`config.mk`:
```
export PLATFORM = sky130hd
export DESIGN_NAME = tvta_div_cell
export DESIGN_NICKNAME = d
export VERILOG_FILES = /design/src/rtl/tvta_pkg.sv /design/src/rtl/tvta_div_cell.sv
export SDC_FILE = /design/constraint.sdc
export NUM_CORES = 1
export LEC_CHECK = 0
export ABC_AREA = 1
export BUFFER_PORTS_ARGS = -buffer_cell sky130_fd_sc_hd__buf_2
export CAP_MARGIN = 20
export CORE_UTILIZATION = 41
export DETAILED_ROUTE_END_ITERATION = 8
export PLACE_DENSITY = 0.87
export SYNTH_ARGS = -nofsm -noshare
export SYNTH_HDL_FRONTEND = slang
export SYNTH_SLANG_ARGS = --single-unit
export TNS_END_PERCENT = 30
```
`constraint.sdc`:
```
create_clock -name clk_i -period 1.45 [get_ports clk_i]
set_input_delay 0.0725 -clock clk_i [delete_from_list [all_inputs] [get_ports clk_i]]
set_output_delay 0.0725 -clock clk_i [all_outputs]
set_load 0.03 [all_outputs]
```
`src/rtl/tvta_pkg.sv`:
```
// Shared types, constants and step functions for the thrust vector to tilt angles pipeline.
package tvta_pkg;

  localparam int ROTORS_DEF   = 4;
  localparam int STAGES_DEF   = 16;
  localparam int ATAN_LEN     = 24;
  localparam int SQRT_STEPS   = 32;
  localparam int DIV_STEPS    = 17;
  localparam int CFG_REGS     = 4;
  localparam int CFG_IDX_W    = 2;
  localparam int PADDR_W      = 4;
  localparam int PDATA_W      = 32;
  localparam int ELEV_W       = 11;
  localparam int CW           = 35;   // CORDIC x/y width
  localparam int AW           = 32;   // angle accumulator width, pi = 2^30
  localparam int EW           = 31;   // clamped elevation angle width
  localparam int PROD_W       = 41;
  localparam int NUM_W        = 28;
  localparam int MaxDeciDeg   = 1800; // 180 degrees in tenths

  localparam logic [ELEV_W-1:0] ELEV_RESET = 11'd900;
  localparam logic signed [AW-1:0] PI_UNITS = 32'sd1073741824;

  localparam logic signed [AW-1:0] ATAN_TAB [ATAN_LEN] = '{
    32'sd268435456, 32'sd158466703, 32'sd83729454, 32'sd42502378,
    32'sd21333666,  32'sd10677233,  32'sd5339919,  32'sd2670123,
    32'sd1335082,   32'sd667543,    32'sd333772,   32'sd166886,
    32'sd83443,     32'sd41722,     32'sd20861,    32'sd10430,
    32'sd5215,      32'sd2608,      32'sd1304,     32'sd652,
    32'sd326,       32'sd163,       32'sd81,       32'sd41
  };

  typedef struct packed {
    logic [33:0] rem;
    logic [31:0] root;
    logic [63:0] rad;
  } sq_lane_t;

  typedef struct packed {
    sq_lane_t           m;   // magnitude root of x^2+y^2+z^2
    sq_lane_t           r;   // root of (x^2+y^2) * 2^32
    logic signed [15:0] x;
    logic signed [15:0] y;
    logic signed [15:0] z;
    logic [1:0]         idx;
  } sq_t;

  typedef struct packed {
    logic signed [CW-1:0] x;
    logic signed [CW-1:0] y;
    logic signed [AW-1:0] acc;
    logic                 hold;  // vector on the x axis, angle already final
  } cl_t;

  typedef struct packed {
    cl_t         az;
    cl_t         el;
    logic [15:0] mag;
    logic [1:0]  idx;
  } cd_t;

  typedef struct packed {
    logic [ELEV_W-1:0] rem;
    logic [16:0]       low;
    logic [16:0]       quo;
    logic [ELEV_W-1:0] m;
    logic              sat;
    logic [15:0]       az;
    logic [15:0]       mag;
    logic [1:0]        idx;
  } dv_t;

  // One digit of the square root: bring down two radicand bits, try the subtraction.
  function automatic sq_lane_t sq_step(sq_lane_t l);
    logic [35:0] cur;
    logic [35:0] trial;
    sq_lane_t    r;
    cur   = {l.rem, l.rad[63:62]};
    trial = {2'b00, l.root, 2'b01};
    if (cur >= trial) begin
      r.rem  = 34'(cur - trial);
      r.root = {l.root[30:0], 1'b1};
    end else begin
      r.rem  = cur[33:0];
      r.root = {l.root[30:0], 1'b0};
    end
    r.rad = {l.rad[61:0], 2'b00};
    return r;
  endfunction

  // Fold the vector into the right half plane and seed the angle.
  function automatic cl_t cl_pre(logic signed [CW-1:0] x, logic signed [CW-1:0] y);
    cl_t r;
    r.x    = x;
    r.y    = y;
    r.hold = (y == '0);
    r.acc  = '0;
    if (y == '0) begin
      r.acc = x[CW-1] ? PI_UNITS : '0;
    end else if (x[CW-1]) begin
      r.acc = y[CW-1] ? -PI_UNITS : PI_UNITS;
      r.x   = -x;
      r.y   = -y;
    end
    return r;
  endfunction

  // One vectoring rotation toward y = 0.
  function automatic cl_t cl_step(cl_t l, int unsigned sh, logic signed [AW-1:0] ang);
    logic signed [CW-1:0] xs;
    logic signed [CW-1:0] ys;
    cl_t                  r;
    r  = l;
    xs = l.x >>> sh;
    ys = l.y >>> sh;
    if (!l.hold) begin
      if (!l.y[CW-1]) begin
        r.x   = l.x + ys;
        r.y   = l.y - xs;
        r.acc = l.acc + ang;
      end else begin
        r.x   = l.x - ys;
        r.y   = l.y + xs;
        r.acc = l.acc - ang;
      end
    end
    return r;
  endfunction

  // One quotient bit of the restoring divide by the rotor maximum.
  function automatic dv_t dv_step(dv_t l);
    logic [ELEV_W:0] cur;
    dv_t             r;
    r   = l;
    cur = {l.rem, l.low[16]};
    if (cur >= {1'b0, l.m}) begin
      r.rem = ELEV_W'(cur - {1'b0, l.m});
      r.quo = {l.quo[15:0], 1'b1};
    end else begin
      r.rem = cur[ELEV_W-1:0];
      r.quo = {l.quo[15:0], 1'b0};
    end
    r.low = {l.low[15:0], 1'b0};
    return r;
  endfunction

endpackage

```
`src/rtl/tvta_div_cell.sv`:
```
// Divider cell: one quotient bit of the elevation scaling.
module tvta_div_cell (
  input  logic          clk_i,
  input  logic          en_i,
  input  tvta_pkg::dv_t d_i,
  output tvta_pkg::dv_t q_o
);
  tvta_pkg::dv_t q_q;

  always_ff @(posedge clk_i) begin
    if (en_i) begin
      q_q <= tvta_pkg::dv_step(d_i);
    end
  end

  assign q_o = q_q;
endmodule

```
==> impl_metrics.toml <==
[clocking]
cts_tree = "built"
cts.clk_slew.worst_paths_ns = 0.09
numCtsBuffers = 9
h-tree-depth = 3
clock-sinks = 90
ctsLongestPathBuffers = 2
cts_root_buf = "clkbuf_8"

[sta]
rsz0062_at_grt = "no"
post-route-min-period_ns = 1.40
tns_ns = 0
hold_slack_ns = 0.0547
hold_viol_final = 0
slew_violations = 0
post-route-period-util = 0.963
max_clock_freq_ghz = 0.716
setup_viol = 0

[cells_and_area]
largest_reg_flops = 90
multiInputGateArea_sq_um = 858
stdcell_count = 670
syn_to_final_growth_pct = 63.8
final_layout_size_suffix_gt1_frac = 0.458
regArea_sq_um = 2700
fin_util = 0.690
num-fill-cells = 552
nets = 661

[worst_setup_path]
path_class = "in2reg"
cp_cell_sequence = "buf_2 > inv_12 > ha_4 > fa_2 > inv_2 > nand3_2 > nand3_4 > nand2_4 > buf_4 > nand4_1 > nand2_1"
required_ns = 1.56
cp_slowest_stage_delay_ns = 0.39
cp_max_fo = 6
arrival_ns = 1.51
critPathSlowestCell = "fa_2"
cp-end-kind = "register"
startpoint_type = "input port"

[floorplan]
io_pins = 184
dieHeight_um = 96.7
die_w_um = 96.7
fp.coreArea_sq_um = 8720
start_util = 0.422
std_cell_rows = 34
dieArea_sq_um = 9350

[pwr]
p_switching_mw = 2.01
p_comb_frac = 0.238
power.leakage_nw = 2.77
ir_drop_mv = 0.542
pwr-share-clk = 0.287
power.density_nw_per_um2 = 1120
p_seq_frac = 0.475
p_int_mw = 4.72
swShare = 0.299

[placement]
routabilityCongestion = 0.897
io_buffers = 181
dp_cells = 574
dp_hpwl_mm = 7.30

[grt]
grt_pass1_vias = 3365
grt_overflow = 0
grt_pass1_wl_mm = 18.2
grt_use_total = 0.258
grt_max_degree = 46
antenna_found_initial = 0

[detailed_routing]
drc_errors = 0
ant_nets = 0
routedWlPerCell_um = 18.3
vias_per_cell = 4.87
drt_iter0_drc = 189
vias = 3261
first_pass_iters = 5
drt_wl_total_mm = 12.2

[logic_synthesis]
ys_seq_area_frac = 0.735
synth_area_sq_um = 3680
syn_nets = 362
synth_top_area_frac = 0.735
yosys_warnings = 0
synth_cell_types = 29
syn_avg_cell_area_sq_um = 14.3
synth_seq_cells = 90
yosys.area.top_type = "edfxtp_1"
syn_inst = 257
netlist_top_cells_area = "edfxtp_1, nand2_1, ha_1"

[outcome]
outcome = "complete, no violations"

[job]
cap_violations = 0

[min_path]
worstHoldPathType = "in2reg"
-- cells in the mapped netlist --
cell,n
edfxtp_1,90
nand2_1,54
inv_1,36
ha_1,11
nand4_1,9
nand3_1,7
nand3_2,7
nor2_1,7
nand2_2,5
nand3b_1,4
a21oi_1,3
nor2_4,3
o21ai_2,3
o21ai_0,2
xor2_1,2
a21oi_2,1
and2_1,1
buf_12,1
buf_2,1
buf_4,1
conb_1,1
fa_1,1
inv_2,1
nand2_4,1
nand3_4,1
nand4_4,1
nor2_2,1
or2_1,1
xnor2_1,1
-- stage by stage --
| stage | setup slack (ns) | cell area [sq um] | total power, mW |
|---|---|---|---|
| 5_1_grt | 0.00618 | 6020 | 6.95 |
| 6_report | 0.0534 | 6020 | 6.73 |
| 4_1_cts | 0.103 | 5990 | 6.67 |
| 3_5_place_dp | -0.292 | 4980 | 4.62 |
| 3_3_place_gp | -0.244 | 4980 | 4.58 |
| 2_1_floorplan | -0.0422 | 3720 | 4.06 |
-- cell type report --
cell class	instances	share of cell area
tap	108	0.0224
clock inverter	7	0.0166
multi-input combinational	128	0.143
clock buffer	9	0.0206
antenna	1	0.000416
sequential	90	0.449
inverter	37	0.0251
timing repair buffer	290	0.323
-- per-layer routing --
| metal | up-vias | GRT usage | routed length [um] |
|---|---|---|---|
| met4 | 0 | 0.118 | 587 |
| met3 | 40 | 0.0636 | 817 |
| met2 | 180 | 0.484 | 6600 |
| met5 | - | 0 | 0 |
| li1 | 1488 | - | - |
| met1 | 1553 | 0.268 | 4230 |
-- layout by cell type (no fill, tap or decap), drive strengths merged --
cell,instances
nor2,11
edfxtp,90
xnor2,1
fa,1
clkbuf,9
nand3,15
nand2,60
nand4,11
dlygate4sd3,78
nand3b,4
clkinv,2
clkinvlp,1
bufinv,2
diode,1
o21ai,5
conb,1
and2,1
buf,212
a21oi,4
inv,39
xor2,2
ha,11
or2,1
-- kinds of logic (layout without fill, tap and decap cells) --
| family | count (synthesis) | after routing | synth area share |
|---|---|---|---|
| flops | 90 | 90 | 0.735 |
| buf+inv | 40 | 343 | 0.0466 |
| other cells | 1 | 2 | 0.00102 |
| xor+xnor | 3 | 3 | 0.00715 |
| simple gates | 102 | 103 | 0.151 |
| fa+ha+maj | 12 | 12 | 0.0429 |
| compound gates | 9 | 9 | 0.0163 |
-- power groups by stage --
| stage | clock network [mW] | logic, mW | registers (mW) |
|---|---|---|---|
| after global placement | 0 | 1.35 | 3.23 |
| after detailed placement | 0 | 1.39 | 3.24 |
| after floorplan | 0 | 0.346 | 3.71 |
| after global routing | 2.04 | 1.69 | 3.21 |
| after CTS | 1.93 | 1.56 | 3.18 |
| final | 1.93 | 1.60 | 3.19 |
-- critical path: cells and delay by family --
kind | cells | cell delay, ns
buf+inv | 4 | 0.45
simple gates | 5 | 0.44
fa+ha+maj | 2 | 0.55
-- repair_timing --
item	in CTS	in global routing
hold buffers	78	0
endpoints found under the hold margin	78	0
endpoints found under the setup margin	0	7
buffers inserted	0	0
gates resized for setup	0	2
-- final timing paths --
kind	slack [ns]	endpoint	cells after the start	start
hold / removal	0.05	q_o[82]$_DFFE_PP_	3	d_i[81]
setup / recovery	0.05	q_o[86]$_DFFE_PP_	11	d_i[79]
Power figures use the tool's default switching activity.
