[config.mk]
export PLATFORM = sky130hd
export DESIGN_NAME = tvta_sqrt_cell
export DESIGN_NICKNAME = d
export VERILOG_FILES = /design/src/rtl/tvta_pkg.sv /design/src/rtl/tvta_sqrt_cell.sv
export SDC_FILE = /design/constraint.sdc
export NUM_CORES = 1
export LEC_CHECK = 0
export ABC_AREA = 1
export BUFFER_PORTS_ARGS = -buffer_cell sky130_fd_sc_hd__buf_4
export CAP_MARGIN = 30
export CORE_AREA = 8 8 233 235
export CTS_CLUSTER_SIZE = 20
export DETAILED_ROUTE_END_ITERATION = 16
export DIE_AREA = 0 0 241 243
export HOLD_SLACK_MARGIN = 0.1
export SLEW_MARGIN = 20
export SYNTH_ARGS = -nofsm -noshare
export SYNTH_HDL_FRONTEND = slang
export SYNTH_SLANG_ARGS = --single-unit
export TNS_END_PERCENT = 1
[constraint.sdc]
create_clock -name clk_i -period 2.3 [get_ports clk_i]
set_clock_uncertainty 0.15 [all_clocks]
set_input_delay 0.115 -clock clk_i [delete_from_list [all_inputs] [get_ports clk_i]]
set_output_delay 0.115 -clock clk_i [all_outputs]
set_load 0.01 [all_outputs]
[src/rtl/tvta_pkg.sv]
// Shared types, constants and step functions for the thrust vector to tilt angles pipeline.
package tvta_pkg;

  localparam int ROTORS_DEF   = 4;
  localparam int STAGES_DEF   = 16;
  localparam int ATAN_LEN     = 24;
  localparam int SQRT_STEPS   = 32;
  localparam int DIV_STEPS    = 17;
  localparam int CFG_REGS     = 4;
  localparam int CFG_IDX_W    = 2;
  localparam int PADDR_W      = 4;
  localparam int PDATA_W      = 32;
  localparam int ELEV_W       = 11;
  localparam int CW           = 35;   // CORDIC x/y width
  localparam int AW           = 32;   // angle accumulator width, pi = 2^30
  localparam int EW           = 31;   // clamped elevation angle width
  localparam int PROD_W       = 41;
  localparam int NUM_W        = 28;
  localparam int MaxDeciDeg   = 1800; // 180 degrees in tenths

  localparam logic [ELEV_W-1:0] ELEV_RESET = 11'd900;
  localparam logic signed [AW-1:0] PI_UNITS = 32'sd1073741824;

  localparam logic signed [AW-1:0] ATAN_TAB [ATAN_LEN] = '{
    32'sd268435456, 32'sd158466703, 32'sd83729454, 32'sd42502378,
    32'sd21333666,  32'sd10677233,  32'sd5339919,  32'sd2670123,
    32'sd1335082,   32'sd667543,    32'sd333772,   32'sd166886,
    32'sd83443,     32'sd41722,     32'sd20861,    32'sd10430,
    32'sd5215,      32'sd2608,      32'sd1304,     32'sd652,
    32'sd326,       32'sd163,       32'sd81,       32'sd41
  };

  typedef struct packed {
    logic [33:0] rem;
    logic [31:0] root;
    logic [63:0] rad;
  } sq_lane_t;

  typedef struct packed {
    sq_lane_t           m;   // magnitude root of x^2+y^2+z^2
    sq_lane_t           r;   // root of (x^2+y^2) * 2^32
    logic signed [15:0] x;
    logic signed [15:0] y;
    logic signed [15:0] z;
    logic [1:0]         idx;
  } sq_t;

  typedef struct packed {
    logic signed [CW-1:0] x;
    logic signed [CW-1:0] y;
    logic signed [AW-1:0] acc;
    logic                 hold;  // vector on the x axis, angle already final
  } cl_t;

  typedef struct packed {
    cl_t         az;
    cl_t         el;
    logic [15:0] mag;
    logic [1:0]  idx;
  } cd_t;

  typedef struct packed {
    logic [ELEV_W-1:0] rem;
    logic [16:0]       low;
    logic [16:0]       quo;
    logic [ELEV_W-1:0] m;
    logic              sat;
    logic [15:0]       az;
    logic [15:0]       mag;
    logic [1:0]        idx;
  } dv_t;

  // One digit of the square root: bring down two radicand bits, try the subtraction.
  function automatic sq_lane_t sq_step(sq_lane_t l);
    logic [35:0] cur;
    logic [35:0] trial;
    sq_lane_t    r;
    cur   = {l.rem, l.rad[63:62]};
    trial = {2'b00, l.root, 2'b01};
    if (cur >= trial) begin
      r.rem  = 34'(cur - trial);
      r.root = {l.root[30:0], 1'b1};
    end else begin
      r.rem  = cur[33:0];
      r.root = {l.root[30:0], 1'b0};
    end
    r.rad = {l.rad[61:0], 2'b00};
    return r;
  endfunction

  // Fold the vector into the right half plane and seed the angle.
  function automatic cl_t cl_pre(logic signed [CW-1:0] x, logic signed [CW-1:0] y);
    cl_t r;
    r.x    = x;
    r.y    = y;
    r.hold = (y == '0);
    r.acc  = '0;
    if (y == '0) begin
      r.acc = x[CW-1] ? PI_UNITS : '0;
    end else if (x[CW-1]) begin
      r.acc = y[CW-1] ? -PI_UNITS : PI_UNITS;
      r.x   = -x;
      r.y   = -y;
    end
    return r;
  endfunction

  // One vectoring rotation toward y = 0.
  function automatic cl_t cl_step(cl_t l, int unsigned sh, logic signed [AW-1:0] ang);
    logic signed [CW-1:0] xs;
    logic signed [CW-1:0] ys;
    cl_t                  r;
    r  = l;
    xs = l.x >>> sh;
    ys = l.y >>> sh;
    if (!l.hold) begin
      if (!l.y[CW-1]) begin
        r.x   = l.x + ys;
        r.y   = l.y - xs;
        r.acc = l.acc + ang;
      end else begin
        r.x   = l.x - ys;
        r.y   = l.y + xs;
        r.acc = l.acc - ang;
      end
    end
    return r;
  endfunction

  // One quotient bit of the restoring divide by the rotor maximum.
  function automatic dv_t dv_step(dv_t l);
    logic [ELEV_W:0] cur;
    dv_t             r;
    r   = l;
    cur = {l.rem, l.low[16]};
    if (cur >= {1'b0, l.m}) begin
      r.rem = ELEV_W'(cur - {1'b0, l.m});
      r.quo = {l.quo[15:0], 1'b1};
    end else begin
      r.rem = cur[ELEV_W-1:0];
      r.quo = {l.quo[15:0], 1'b0};
    end
    r.low = {l.low[15:0], 1'b0};
    return r;
  endfunction

endpackage

[src/rtl/tvta_sqrt_cell.sv]
// Square root cell: one root digit for both root lanes, payload handed on.
module tvta_sqrt_cell (
  input  logic          clk_i,
  input  logic          en_i,
  input  tvta_pkg::sq_t d_i,
  output tvta_pkg::sq_t q_o
);
  tvta_pkg::sq_t q_d;
  tvta_pkg::sq_t q_q;

  always_comb begin
    q_d   = d_i;
    q_d.m = tvta_pkg::sq_step(d_i.m);
    q_d.r = tvta_pkg::sq_step(d_i.r);
  end

  always_ff @(posedge clk_i) begin
    if (en_i) begin
      q_q <= q_d;
    end
  end

  assign q_o = q_q;
endmodule

==> impl.org <==
** Cells and area
- Share of cells above drive strength 1 :: 0.356
- The register with the most flip-flops in the layout has 306 of them.
- Final instance area :: 0.0268 sq mm
- Compared with the post-synthesis result, the final layout area differs by 74.8%.
- Final nets :: 3062
- Fillcell total :: 4474

** Global route
- Initial antenna violation count :: 8
- For this run, the total global-route usage over all layers was measured as 0.208.
- For this run the aggregate overflow at the end of global routing stands at 0.
- Wire length of the first global-routing pass :: 94200 um
- The via count of the first global-routing pass is 15700.
- Entering global routing, the biggest net connects 66 pins.

** Worst hold path
- Hold Path Origin :: d_i[155]
- In this run the worst hold path is classified as input pin to flop.

** Pwr
- In this run the static leakage power is 12.7 nW.
- Peak supply drop :: 0.000465 V
- Total power per unit cell area :: 641 mW/mm^2

** Setup path
- Crit path arrival time :: 2400 ps
- The worst setup path is captured at a flop.
- In this run the worst path has a maximum fanout of 4.
- Destination of the critical timing path :: q_o[179]
- Crit path launch :: d_i[138]
- Start-to-end type of the worst setup path :: input pin to flop
- Critical Path Start Type :: input pin
- Data on the critical path is required at its endpoint by 2450 ps.

** Logic synthesis
- Counting flops and latches in the post-synthesis netlist gives 306.
- Average size of a mapped cell :: 9.58 sq um
- The cell area that synthesis handed to floorplanning was 0.0153 sq mm.
- Seq/Total Area, Yosys :: 0.600
- Yosys printed 0 warnings.
- After technology mapping, the gate count stands at 1598.
- Synthesis instantiated 28 different standard cells from the library.

** Place
- Quantity of I/O buffers inserted on ports :: 617
- Detailed placement finished with a half-perimeter wire length of 49100 um.
- Post-placement cell area :: 0.0218 sq mm
- Placer congestion estimate :: 0.951

** Floorplanning
- The initialized floorplan defines 83 standard-cell rows.
- Number of top-level pins :: 622
- The core region is 0.0507 sq mm.
- Effective utilization at floorplan :: 0.302
- Overall die width :: 241 um
- The die covers 0.0586 sq mm.
- Vert. Die Dim :: 243 um

** Timing
- The number of hold violations in the final report is 6.
- Max-slew headroom at the worst pin :: 0.656
- Setup violations remaining at the end of the flow were counted as 0.
- FMAX :: 444 MHz
- Transition time at the pin with the least slew margin :: 516 ps
- Fin. max-slew vios :: 0
- Setup Total Neg Slack :: 0 ps
- The routed design could run at a clock period as short as 2250 ps.
- Across all hold checks on the routed design, the worst slack comes to -305 ps.
- Dividing the final minimum period by the clock period gives 0.979.
- Setup repair after global routing could not meet its margin everywhere.

** Flow run
- Max-cap violations :: 0

** CTS
- TritonCTS built the clock tree.
- Clock-pin slew was measured on the worst setup and hold paths at 60 ps.
- In this run, CTS created clock tree buffers numbering 35.
- # clock sinks :: 306
- The tree is rooted in a sky130_fd_sc_hd__clkbuf_16.
- The clock passes through at most 3 buffers.
- H-tree levels :: 2

** Route
- For this run, design rule violations remaining after detail routing come to 0.
- After detailed routing, the number of vias per cell comes to 4.42.
- 1st-pass router iterations :: 5
- DRT iter0 DRCs :: 732
- Number of vias after detailed routing :: 15000
- Remaining antenna violation count after routing :: 0
- In the final routed layout, each cell accounts on average for 19.2 um.
- After detailed routing, the total wire length is 65100 um.

** Status
- The checks that failed: hold timing.
- Outcome :: complete, but fails checks
[through the flow]
| stage | utilization | worst slack, ps | power (mW) | std cells | hold slack (ps) |
|---|---|---|---|---|---|
| 3_3_place_gp | 0.430 | -85.4 | 10.8 | 3019 | 143 |
| 3_5_place_dp | 0.430 | -59.1 | 10.8 | 3019 | 144 |
| 4_1_cts | 0.511 | 0.631 | 17.0 | 3375 | -431 |
| 5_1_grt | 0.528 | -30.0 | 17.9 | 3390 | -325 |
| 2_1_floorplan | - | 381 | 8.57 | 1601 | 63.9 |
| 6_report | 0.528 | 48.8 | 17.2 | 3393 | -305 |
[worst min path at each step]
stage          slack, ps  endpoint  cells past startpoint
2_1_floorplan         60    q_o[0]                      0
3_3_place_gp         140  q_o[102]                      1
3_5_place_dp         140   q_o[30]                      1
4_1_cts             -430  q_o[124]                      1
5_1_grt             -320  q_o[156]                      3
6_report            -300  q_o[157]                      3
[critical path, cell delays in order]
cell                            delay (ps)
sky130_fd_sc_hd__dlygate4sd3_1         520
sky130_fd_sc_hd__buf_4                 110
sky130_fd_sc_hd__inv_1                  50
sky130_fd_sc_hd__ha_1                  320
sky130_fd_sc_hd__buf_4                 160
sky130_fd_sc_hd__a21oi_1               260
sky130_fd_sc_hd__nor2_1                 90
sky130_fd_sc_hd__o21ai_0               170
sky130_fd_sc_hd__nand2_1                80
sky130_fd_sc_hd__a21oi_1               270
sky130_fd_sc_hd__nand3_1               120
sky130_fd_sc_hd__nand3_1                90
sky130_fd_sc_hd__nand2_1                50
[cells in the final DEF (no fill, tap or decap), types with 34 or more instances in the layout]
cell | netlist | routed
sky130_fd_sc_hd__nand2_1 | 563 | 533
sky130_fd_sc_hd__buf_4 | 10 | 748
sky130_fd_sc_hd__edfxtp_1 | 306 | 306
sky130_fd_sc_hd__nand2_2 | 15 | 43
sky130_fd_sc_hd__inv_1 | 278 | 267
sky130_fd_sc_hd__a21oi_1 | 51 | 36
sky130_fd_sc_hd__dlygate4sd3_1 | 0 | 302
sky130_fd_sc_hd__nor2_1 | 100 | 84
sky130_fd_sc_hd__clkbuf_16 | 0 | 38
sky130_fd_sc_hd__nand3_1 | 79 | 71
sky130_fd_sc_hd__ha_4 | 0 | 34
[repair_timing]
| item | CTS | global route |
|---|---|---|
| endpoints found under the setup margin | 0 | 69 |
| resized for setup | 0 | 138 |
| buffers inserted | 0 | 1 |
| hold buffers | 297 | 5 |
| endpoints found under the hold margin | 371 | 11 |
[layer usage]
layer  wire length (um)  vias up  GRT usage
met5                 12        -          0
met4               2100        2     0.0695
met3               4530      106     0.0469
met2              33800      556      0.383
met1              24600     7036      0.232
li1                   -     7309          -
[cells by family (layout without fill, tap and decap cells)]
logic type | after synthesis | in the layout | synth area share
XOR/XNOR | 36 | 36 | 0.0206
flip-flops | 306 | 306 | 0.600
other | 1 | 13 | 0.000245
AND/OR/NAND/NOR | 807 | 807 | 0.216
buffers and inverters | 297 | 1400 | 0.0788
adder cells (fa/ha/maj) | 68 | 68 | 0.0556
AO/OA/AOI/OAI | 83 | 83 | 0.0285
[area by class of cell]
type	instances	area, sq um	share of cell area
multi-input combinational	998	5650	0.211
inverter	281	1060	0.0398
antenna	9	22.5	0.000841
clock buffer	41	898	0.0336
clock inverter	18	251	0.00939
sequential	306	9190	0.343
tap	680	851	0.0318
timing repair buffer	1060	8850	0.331
[report_power, final]
| group | switching (mW) | internal [mW] | total, mW |
|---|---|---|---|
| registers | 0.194 | 6.79 | 6.98 |
| clock network | 2.35 | 3.38 | 5.73 |
| logic | 2.25 | 2.20 | 4.45 |
| total | 4.79 | 12.4 | 17.2 |
[cell usage after synthesis (all sizes together)]
cell      n  area, sq um
o21bai    7         52.6
a21oi    52          264
edfxtp  306         9190
conb      1         3.75
nand3b    8         60.1
nor3      8         40.0
and2      5         31.3
inv     281         1060
xor2     31          272
or2       1         6.26
nand4    12         75.1
ha       68          851
nand3    81          415
o21ai    24          120
nand2   580         2230
buf      16          146
xnor2     5         43.8
nor2    112          455
Power figures use the tool's default switching activity.
